**config.mk**
```make
export PLATFORM = sky130hd
export DESIGN_NAME = calendar_clock_counter_top
export DESIGN_NICKNAME = d
export VERILOG_FILES = /design/src/rtl/ccc_pkg.sv /design/src/rtl/ccc_cell.sv /design/src/rtl/ccc_outbuf.sv /design/src/rtl/calendar_clock_counter_top.sv
export SDC_FILE = /design/constraint.sdc
export NUM_CORES = 1
export LEC_CHECK = 0
export BUFFER_PORTS_ARGS = -buffer_cell sky130_fd_sc_hd__buf_2
export CORE_MARGIN = 8
export CORE_UTILIZATION = 58
export DETAILED_ROUTE_END_ITERATION = 8
export HOLD_SLACK_MARGIN = 0.06
export MAX_ROUTING_LAYER = met4
export PLACE_DENSITY = 0.81
export SLEW_MARGIN = 5
export SYNTH_ARGS = -nofsm -noshare
export SYNTH_HDL_FRONTEND = slang
export SYNTH_SLANG_ARGS = --single-unit
```
**constraint.sdc**
```tcl
create_clock -name clk_i -period 9.95 [get_ports clk_i]
set_input_delay 1.99 -clock clk_i [delete_from_list [all_inputs] [get_ports clk_i]]
set_output_delay 1.99 -clock clk_i [all_outputs]
set_load 0.03 [all_outputs]
```
**src/rtl/ccc_pkg.sv**
```systemverilog
package ccc_pkg;

  // Defaults and limits
  localparam int unsigned YEAR_LIMIT_DEF = 9999;
  localparam logic [15:0] PRESCALE_RST   = 16'd1000;
  localparam int unsigned PADDR_W        = 3;

  // Register indexes
  localparam int unsigned REG_PRESCALE = 0;

  // Item modes
  localparam logic [1:0] MODE_TICK   = 2'd0;
  localparam logic [1:0] MODE_TOGGLE = 2'd1;
  localparam logic [1:0] MODE_LOAD   = 2'd2;

  // Field tops
  localparam logic [5:0] SEC_MAX   = 6'd59;
  localparam logic [5:0] MIN_MAX   = 6'd59;
  localparam logic [4:0] HOUR_MAX  = 5'd23;
  localparam logic [3:0] MONTH_MAX = 4'd12;

  // Month lengths, February fixed at 28
  localparam logic [4:0] MONTH_LEN [12] = '{
    5'd31, 5'd28, 5'd31, 5'd30, 5'd31, 5'd30,
    5'd31, 5'd31, 5'd30, 5'd31, 5'd30, 5'd31
  };

  // Per-cell control from the item decode
  typedef struct packed {
    logic inc;
    logic load;
  } cell_ctrl_t;

  // One result item
  typedef struct packed {
    logic [5:0]  cur_second;
    logic [5:0]  cur_minute;
    logic [4:0]  cur_hour;
    logic [4:0]  cur_day;
    logic [3:0]  cur_month;
    logic [13:0] cur_year;
    logic        second_pulse;
    logic        show_date;
    logic [3:0]  digit_one;
    logic [3:0]  digit_two;
    logic [3:0]  digit_three;
    logic [3:0]  digit_four;
  } result_t;

  function automatic logic [4:0] days_in(logic [3:0] m);
    logic [4:0] len;
    if (m == 4'd0 || m > MONTH_MAX) begin
      len = 5'd31;
    end else begin
      len = MONTH_LEN[m - 4'd1];
    end
    return len;
  endfunction

  // Tens of a value below 64: multiply by 205/2048
  function automatic logic [3:0] tens_of(logic [5:0] v);
    logic [13:0] p;
    p = 14'(v) * 14'd205;
    return {1'b0, p[13:11]};
  endfunction

  function automatic logic [3:0] units_of(logic [5:0] v);
    logic [5:0] r;
    r = v - {2'b00, tens_of(v)} * 6'd10;
    return r[3:0];
  endfunction

endpackage

```
**src/rtl/ccc_cell.sv**
```systemverilog
module ccc_cell #(
  parameter int W        = 6,
  parameter int RST_VAL  = 0,
  parameter int WRAP_VAL = 0
) (
  input  logic                clk_i,
  input  logic                rst_ni,
  input  ccc_pkg::cell_ctrl_t ctrl_i,
  input  logic [W-1:0]        load_val_i,
  input  logic [W-1:0]        top_i,
  output logic [W-1:0]        value_o,
  output logic [W-1:0]        next_o,
  output logic                carry_o
);

  logic [W-1:0] value_q, value_d;

  // Carry to the next cell when stepping past the top
  assign carry_o = ctrl_i.inc & (value_q >= top_i);

  always_comb begin
    value_d = value_q;
    if (ctrl_i.load) begin
      value_d = load_val_i;
    end else if (ctrl_i.inc) begin
      value_d = carry_o ? W'(WRAP_VAL) : value_q + W'(1);
    end
  end

  always_ff @(posedge clk_i or negedge rst_ni) begin
    if (!rst_ni) begin
      value_q <= W'(RST_VAL);
    end else begin
      value_q <= value_d;
    end
  end

  assign value_o = value_q;
  assign next_o  = value_d;

endmodule

```
**src/rtl/ccc_outbuf.sv**
```systemverilog
module ccc_outbuf (
  input  logic             clk_i,
  input  logic             rst_ni,
  input  logic             push_i,
  input  ccc_pkg::result_t data_i,
  output logic             ready_o,
  output logic             valid_o,
  input  logic             pop_i,
  output ccc_pkg::result_t data_o
);

  ccc_pkg::result_t slot_q [2];
  logic             wr_ptr_q, rd_ptr_q;
  logic [1:0]       cnt_q, cnt_d;

  assign ready_o = (cnt_q != 2'd2);
  assign valid_o = (cnt_q != 2'd0);
  assign data_o  = slot_q[rd_ptr_q];

  // Occupancy: push and pop may land in the same cycle
  always_comb begin
    cnt_d = cnt_q;
    if (push_i && !pop_i) begin
      cnt_d = cnt_q + 2'd1;
    end else if (pop_i && !push_i) begin
      cnt_d = cnt_q - 2'd1;
    end
  end

  always_ff @(posedge clk_i or negedge rst_ni) begin
    if (!rst_ni) begin
      cnt_q    <= 2'd0;
      wr_ptr_q <= 1'b0;
      rd_ptr_q <= 1'b0;
    end else begin
      cnt_q <= cnt_d;
      if (push_i) begin
        wr_ptr_q <= ~wr_ptr_q;
      end
      if (pop_i) begin
        rd_ptr_q <= ~rd_ptr_q;
      end
    end
  end

  // Payload slots
  always_ff @(posedge clk_i) begin
    if (push_i) begin
      slot_q[wr_ptr_q] <= data_i;
    end
  end

endmodule

```
**src/rtl/calendar_clock_counter_top.sv**
```systemverilog
// Calendar clock counter.
// Input channel (in_valid_i/in_ready_o): one item per transfer; mode_i selects
// a base tick, a display toggle or a time load from the load_*_i fields.
// Output channel (out_valid_o/out_ready_i): exactly one result per item with
// the full time, the one-second pulse and four display digits.
// APB port: register 0 (byte address 0) is prescale, base ticks per second.
// The time is kept in a chain of counter cells (prescaler, second, minute,
// hour, day, month, year); each cell passes its carry to its neighbor within
// the cycle, so the whole chain steps together for each item taken.
// Each result is written into the result buffer when its item is taken.
// Throughput: one item per cycle while the receiver keeps up.
// A two-entry result buffer sits in front of the output: a new item is still
// taken while one result waits; with both entries full in_ready_o drops until
// the receiver takes a transfer.
// Reset: 00:00:00 on day 1, month 1, year 0, time view, prescale 1000,
// result buffer empty.
module calendar_clock_counter_top #(
  parameter int unsigned YEAR_LIMIT = ccc_pkg::YEAR_LIMIT_DEF
) (
  input  logic                        clk_i,
  input  logic                        rst_ni,
  // Configuration
  input  logic                        psel,
  input  logic                        penable,
  input  logic                        pwrite,
  input  logic [ccc_pkg::PADDR_W-1:0] paddr,
  input  logic [31:0]                 pwdata,
  output logic [31:0]                 prdata,
  output logic                        pready,
  // Input channel
  input  logic                        in_valid_i,
  output logic                        in_ready_o,
  input  logic [1:0]                  mode_i,
  input  logic [13:0]                 load_year_i,
  input  logic [3:0]                  load_month_i,
  input  logic [4:0]                  load_day_i,
  input  logic [4:0]                  load_hour_i,
  input  logic [5:0]                  load_minute_i,
  input  logic [5:0]                  load_second_i,
  // Output channel
  output logic                        out_valid_o,
  input  logic                        out_ready_i,
  output logic [5:0]                  cur_second_o,
  output logic [5:0]                  cur_minute_o,
  output logic [4:0]                  cur_hour_o,
  output logic [4:0]                  cur_day_o,
  output logic [3:0]                  cur_month_o,
  output logic [13:0]                 cur_year_o,
  output logic                        second_pulse_o,
  output logic                        show_date_o,
  output logic [3:0]                  digit_one_o,
  output logic [3:0]                  digit_two_o,
  output logic [3:0]                  digit_three_o,
  output logic [3:0]                  digit_four_o
);

  localparam logic [13:0] YEAR_TOP = 14'(YEAR_LIMIT);

  logic [15:0] prescale_q;
  logic        date_view_q, date_view_d;
  logic        accept, is_tick, is_load, prescale_sel;
  logic [15:0] tick_top;

  ccc_pkg::cell_ctrl_t ctl_tick, ctl_sec, ctl_min, ctl_hour, ctl_day, ctl_month, ctl_year;
  logic c_tick, c_sec, c_min, c_hour, c_day, c_month;

  logic [3:0]  ld_month;
  logic [4:0]  ld_day, ld_hour;
  logic [5:0]  ld_min, ld_sec;
  logic [13:0] ld_year;

  logic [5:0]  sec_d, min_d;
  logic [4:0]  hour_d, day_d;
  logic [3:0]  month_q, month_d;
  logic [13:0] year_d;
  logic [5:0]  left, right;

  ccc_pkg::result_t res, res_out;
  logic             buf_ready;

  // APB register access
  assign pready       = 1'b1;
  assign prescale_sel = (paddr[ccc_pkg::PADDR_W-1:2] == 1'(ccc_pkg::REG_PRESCALE));
  assign prdata       = prescale_sel ? {16'h0000, prescale_q} : 32'h0000_0000;

  always_ff @(posedge clk_i or negedge rst_ni) begin
    if (!rst_ni) begin
      prescale_q <= ccc_pkg::PRESCALE_RST;
    end else if (psel && penable && pwrite && pready && prescale_sel) begin
      prescale_q <= pwdata[15:0];
    end
  end

  // Item decode
  assign in_ready_o = buf_ready;
  assign accept     = in_valid_i & in_ready_o;
  assign is_tick    = accept & (mode_i == ccc_pkg::MODE_TICK);
  assign is_load    = accept & (mode_i == ccc_pkg::MODE_LOAD);

  // Display view toggle
  assign date_view_d = date_view_q ^ (accept & (mode_i == ccc_pkg::MODE_TOGGLE));

  always_ff @(posedge clk_i or negedge rst_ni) begin
    if (!rst_ni) begin
      date_view_q <= 1'b0;
    end else begin
      date_view_q <= date_view_d;
    end
  end

  // Load clamping
  always_comb begin
    ld_year  = (load_year_i > YEAR_TOP) ? YEAR_TOP : load_year_i;
    ld_month = (load_month_i == 4'd0) ? 4'd1 :
               (load_month_i > ccc_pkg::MONTH_MAX) ? ccc_pkg::MONTH_MAX : load_month_i;
    ld_day   = (load_day_i == 5'd0) ? 5'd1 : load_day_i;
    if (ld_day > ccc_pkg::days_in(ld_month)) begin
      ld_day = ccc_pkg::days_in(ld_month);
    end
    ld_hour  = (load_hour_i > ccc_pkg::HOUR_MAX) ? ccc_pkg::HOUR_MAX : load_hour_i;
    ld_min   = (load_minute_i > ccc_pkg::MIN_MAX) ? ccc_pkg::MIN_MAX : load_minute_i;
    ld_sec   = (load_second_i > ccc_pkg::SEC_MAX) ? ccc_pkg::SEC_MAX : load_second_i;
  end

  // Prescaler top: a zero prescale acts as one
  assign tick_top = (prescale_q == 16'd0) ? 16'd0 : prescale_q - 16'd1;

  // Carry chain controls
  assign ctl_tick  = '{inc: is_tick, load: is_load};
  assign ctl_sec   = '{inc: c_tick,  load: is_load};
  assign ctl_min   = '{inc: c_sec,   load: is_load};
  assign ctl_hour  = '{inc: c_min,   load: is_load};
  assign ctl_day   = '{inc: c_hour,  load: is_load};
  assign ctl_month = '{inc: c_day,   load: is_load};
  assign ctl_year  = '{inc: c_month, load: is_load};

  ccc_cell #(.W(16), .RST_VAL(0), .WRAP_VAL(0)) u_tick (
    .clk_i, .rst_ni, .ctrl_i(ctl_tick), .load_val_i(16'd0), .top_i(tick_top),
    .value_o(), .next_o(), .carry_o(c_tick)
  );

  ccc_cell #(.W(6), .RST_VAL(0), .WRAP_VAL(0)) u_sec (
    .clk_i, .rst_ni, .ctrl_i(ctl_sec), .load_val_i(ld_sec), .top_i(ccc_pkg::SEC_MAX),
    .value_o(), .next_o(sec_d), .carry_o(c_sec)
  );

  ccc_cell #(.W(6), .RST_VAL(0), .WRAP_VAL(0)) u_min (
    .clk_i, .rst_ni, .ctrl_i(ctl_min), .load_val_i(ld_min), .top_i(ccc_pkg::MIN_MAX),
    .value_o(), .next_o(min_d), .carry_o(c_min)
  );

  ccc_cell #(.W(5), .RST_VAL(0), .WRAP_VAL(0)) u_hour (
    .clk_i, .rst_ni, .ctrl_i(ctl_hour), .load_val_i(ld_hour), .top_i(ccc_pkg::HOUR_MAX),
    .value_o(), .next_o(hour_d), .carry_o(c_hour)
  );

  ccc_cell #(.W(5), .RST_VAL(1), .WRAP_VAL(1)) u_day (
    .clk_i, .rst_ni, .ctrl_i(ctl_day), .load_val_i(ld_day),
    .top_i(ccc_pkg::days_in(month_q)),
    .value_o(), .next_o(day_d), .carry_o(c_day)
  );

  ccc_cell #(.W(4), .RST_VAL(1), .WRAP_VAL(1)) u_month (
    .clk_i, .rst_ni, .ctrl_i(ctl_month), .load_val_i(ld_month), .top_i(ccc_pkg::MONTH_MAX),
    .value_o(month_q), .next_o(month_d), .carry_o(c_month)
  );

  // Year wraps to zero past its top; nothing follows it in the chain
  ccc_cell #(.W(14), .RST_VAL(0), .WRAP_VAL(0)) u_year (
    .clk_i, .rst_ni, .ctrl_i(ctl_year), .load_val_i(ld_year), .top_i(YEAR_TOP),
    .value_o(), .next_o(year_d), .carry_o()
  );

  // Display digits from the updated time
  assign left  = date_view_d ? {2'b00, month_d} : min_d;
  assign right = date_view_d ? {1'b0, day_d}    : sec_d;

  always_comb begin
    res.cur_second   = sec_d;
    res.cur_minute   = min_d;
    res.cur_hour     = hour_d;
    res.cur_day      = day_d;
    res.cur_month    = month_d;
    res.cur_year     = year_d;
    res.second_pulse = c_tick;
    res.show_date    = date_view_d;
    res.digit_one    = ccc_pkg::tens_of(left);
    res.digit_two    = ccc_pkg::units_of(left);
    res.digit_three  = ccc_pkg::tens_of(right);
    res.digit_four   = ccc_pkg::units_of(right);
  end

  ccc_outbuf u_outbuf (
    .clk_i,
    .rst_ni,
    .push_i (accept),
    .data_i (res),
    .ready_o(buf_ready),
    .valid_o(out_valid_o),
    .pop_i  (out_valid_o & out_ready_i),
    .data_o (res_out)
  );

  assign cur_second_o   = res_out.cur_second;
  assign cur_minute_o   = res_out.cur_minute;
  assign cur_hour_o     = res_out.cur_hour;
  assign cur_day_o      = res_out.cur_day;
  assign cur_month_o    = res_out.cur_month;
  assign cur_year_o     = res_out.cur_year;
  assign second_pulse_o = res_out.second_pulse;
  assign show_date_o    = res_out.show_date;
  assign digit_one_o    = res_out.digit_one;
  assign digit_two_o    = res_out.digit_two;
  assign digit_three_o  = res_out.digit_three;
  assign digit_four_o   = res_out.digit_four;

endmodule

```
==> impl_results.md <==
- Tightest Pin Transition: 1015 ps
- Post-CTS setup buffer count: 0
- CP startpoint kind: flop
- Worst path top cell family by delay: simple AND/OR/NAND/NOR gates
- Syn Area/Cell: 11.10 um^2
- Via density per instance: 5.694
- Post-layout nets: 1318
- Filler cells: 1474
- Synth Instances: 1010
- Mapped Area: 11210 um^2
- Internal power: 2.867 mW
- Die area: 24030 um^2
- Number of global-route vias before repair: 8290
- Grt ovf: 0
- Routed WL per cell: 17.75 um
- Outcome: finished clean
- Final number of hold-violating endpoints: 0
- Req. time, crit path: 10130 ps
- LEAKAGE: 5.421 nW
- Pwr Density: 409.2 nW/um^2
- # H-tree levels: 4
- Clk slew on worst S/H paths: 70 ps
- Largest net degree at the start of global routing: 78
- Synth cell types: 85
- Net Sw Frac: 0.4479
- Worst Path Buf+Inv: 2
- Seq cells post-synth: 189
- First-pass GRT wire length: 40.83 mm
- Root Driver: clkbuf_16
- Critical path fanouts, max: 16
- Final setup viols: 0
- 1st-iter DRT viols: 595
- Hpwl dp: 18.49 mm
- IO Port Bufs: 139
- Max_cap viols: 0
- Skew final: 15.49 ps
- Die span in y: 155.0 um
- Final worst-path cycle share: 0.9110
- Synth-to-layout area growth: 13.23%
- Tot GR Track Use: 0.2198
- Hold bufs inserted after CTS: 0
- Clock sink total: 189
- WL final: 25.26 mm
- Final Power: 5.193 mW
- CP Data Arrival Time: 9250 ps
- Antenna violations before repair: 3
- Critical path capture point type: flop
- CP dominant cell by count: xnor2_1
- Setup Crit Path Kind: reg2reg
- Antenna Nets Post-Route: 0
- Die W: 155.0 um
- Clock insertion delay at the later pin of the skew report: 440 ps
- Crit path largest cell delay: 570 ps
- DR pass1 iterations: 5
- Hold Path Class: reg2reg
- Slew margin rel.: 0.3232
- Combinational power share: 0.575
- Layout cells sized above 1: 0.2476
- Cell row count: 51
- Levels on crit path: 30
- Seq/Total Area, Yosys: 0.4729
- Clock share of power: 0.133
- Clk buf depth: 2
- Min Clock Period, post-route: 9064 ps
- Main synth FF type: edfxtp_1
- Number of flops mapped to enable cells by yosys: 112
- DRC Markers: 0
- TritonCTS clock tree: built
- Max frequency: 110.3 MHz
- Net load switching power: 2.326 mW
- Async S/R FF share, synth: 0.4074
- Initial Utilization: 0.5835
- IO Pins: 177
- Synth warnings: 0
- Final TNS setup: 0 ps
- Worst hold path depth: 1
- CTS Buf Count: 17
- Core area: 19210 um^2
- DR vias: 8102
- RSZ-0062 raised after global routing: false
- Gpl congestion: 0.9067
- Worst reg2reg path depth: 30
- Peak supply drop: 0.2744 mV
- CP max-delay cell: or4_1
- Slew Limit Fails: 0
- Sequential share of power: 0.292
## cells by family after synthesis
family,after synthesis,synth area share
AND/OR/NAND/NOR,331,0.1484
flip-flops,189,0.4729
AO/OA/AOI/OAI,154,0.09779
buffers and inverters,106,0.04398
adder cells (fa/ha/maj),92,0.1121
multiplexers,81,0.08127
XOR/XNOR,55,0.04298
other,2,0.0006700
## final cells by class
cell class	instances	area, um^2	share of cell area
Clock inverter	14	147.6	0.01163
Tap cell	265	331.6	0.02613
Antenna cell	3	7.507	0.0005915
Clock buffer	18	450.4	0.03549
Inverter	57	214.0	0.01686
Sequential cell	189	5301	0.4177
Timing Repair Buffer	145	743.2	0.05856
Multi-Input combinational cell	732	5495	0.4330
## cells in the mapped netlist, drive strengths merged (20+ instances only)
| master | count | area, um^2 |
|---|---|---|
| nor2 | 75 | 281.5 |
| inv | 57 | 214.0 |
| a21oi | 42 | 214.0 |
| xor2 | 37 | 324.1 |
| clkbuf | 26 | 97.59 |
| nand2 | 85 | 319.1 |
| ha | 78 | 975.9 |
| edfxtp | 112 | 3363 |
| mux2 | 74 | 833.3 |
| nand4 | 24 | 150.1 |
| dfrtp | 69 | 1727 |
| o21ai | 37 | 185.2 |
| buf | 22 | 162.6 |
| nor2b | 20 | 125.1 |
| nand3 | 39 | 195.2 |
## repair_timing
item | CTS | global route
setup endpoints to repair | 0 | 2
gates resized for setup | 0 | 1
endpoints found under the hold margin | 0 | 0
## metal layers
metal / global-route usage / vias to the layer above / part of all wire
met1: 0.2654 / 3885 / 0.42
met3: 0.04771 / 28 / 0.066
met4: 0.06113 / 0 / 0.016
met5: - / - / 0
li1: - / 3917 / -
met2: 0.3676 / 272 / 0.49
## layout by cell type (no fill, tap or decap), types with 14 or more instances in the layout
| cell type | n |
|---|---|
| dfrtp_1 | 68 |
| nand4_1 | 24 |
| and3_1 | 16 |
| edfxtp_1 | 112 |
| ha_1 | 78 |
| nand3_1 | 39 |
| a21oi_1 | 41 |
| clkbuf_16 | 18 |
| xor2_1 | 37 |
| nor3_1 | 16 |
| mux2_2 | 73 |
| inv_1 | 56 |
| o21ai_0 | 35 |
| nand2_1 | 85 |
| xnor2_1 | 18 |
| buf_2 | 138 |
| nor2_1 | 73 |
| conb_1 | 19 |
| fa_1 | 14 |
| nor2b_1 | 20 |
## per-stage QoR
stage	worst slack, ps	cells	area (um^2)	hold WS [ps]	utilization
final	885.8	1423	12690	497.7	0.6607
after global placement	1093	1388	12080	478.2	0.6289
after global routing	224.1	1423	12690	521.8	0.6607
after detailed placement	852.7	1388	12080	488.4	0.6289
after CTS	830.3	1420	12680	500.7	0.6601
after floorplan	2026	1027	11270	456.6	-
## state kept, by name, indices dropped and copies added (netlist names), 2 cells and up
| signal | cells |
|---|---|
| u_outbuf.slot_q | 112 |
| u_tick.value_o | 16 |
| u_outbuf.cnt_q | 2 |
| u_min.value_o | 6 |
| u_month.value_o | 4 |
| u_year.value_o | 14 |
| prescale_q | 16 |
| u_day.value_o | 5 |
| u_hour.value_o | 5 |
| u_sec.value_o | 6 |
## worst paths after layout
path / slack, ps / start / end
max: 890 / prescale_q[10] / u_outbuf.slot_q[1][10]
min: 500 / u_outbuf.cnt_q[1] / u_outbuf.cnt_q[1]
max in group asynchronous: 7560 / rst_ni / u_outbuf.rd_ptr_q
min reg2reg: 500 / u_outbuf.cnt_q[1] / u_outbuf.cnt_q[1]
min in group asynchronous: 1710 / rst_ni / u_outbuf.cnt_q[1]
max reg2reg: 890 / prescale_q[10] / u_outbuf.slot_q[1][10]
## power groups by stage
| stage | Combinational (mW) | Sequential (mW) | Clock [mW] |
|---|---|---|---|
| after CTS | 3.00 | 1.51 | 0.700 |
| after global routing | 3.36 | 1.54 | 0.734 |
| final | 2.99 | 1.52 | 0.691 |
| after floorplan | 2.32 | 1.45 | 0 |
| after detailed placement | 2.96 | 1.52 | 0 |
| after global placement | 2.84 | 1.51 | 0 |
(Power assumes the default switching activity.)
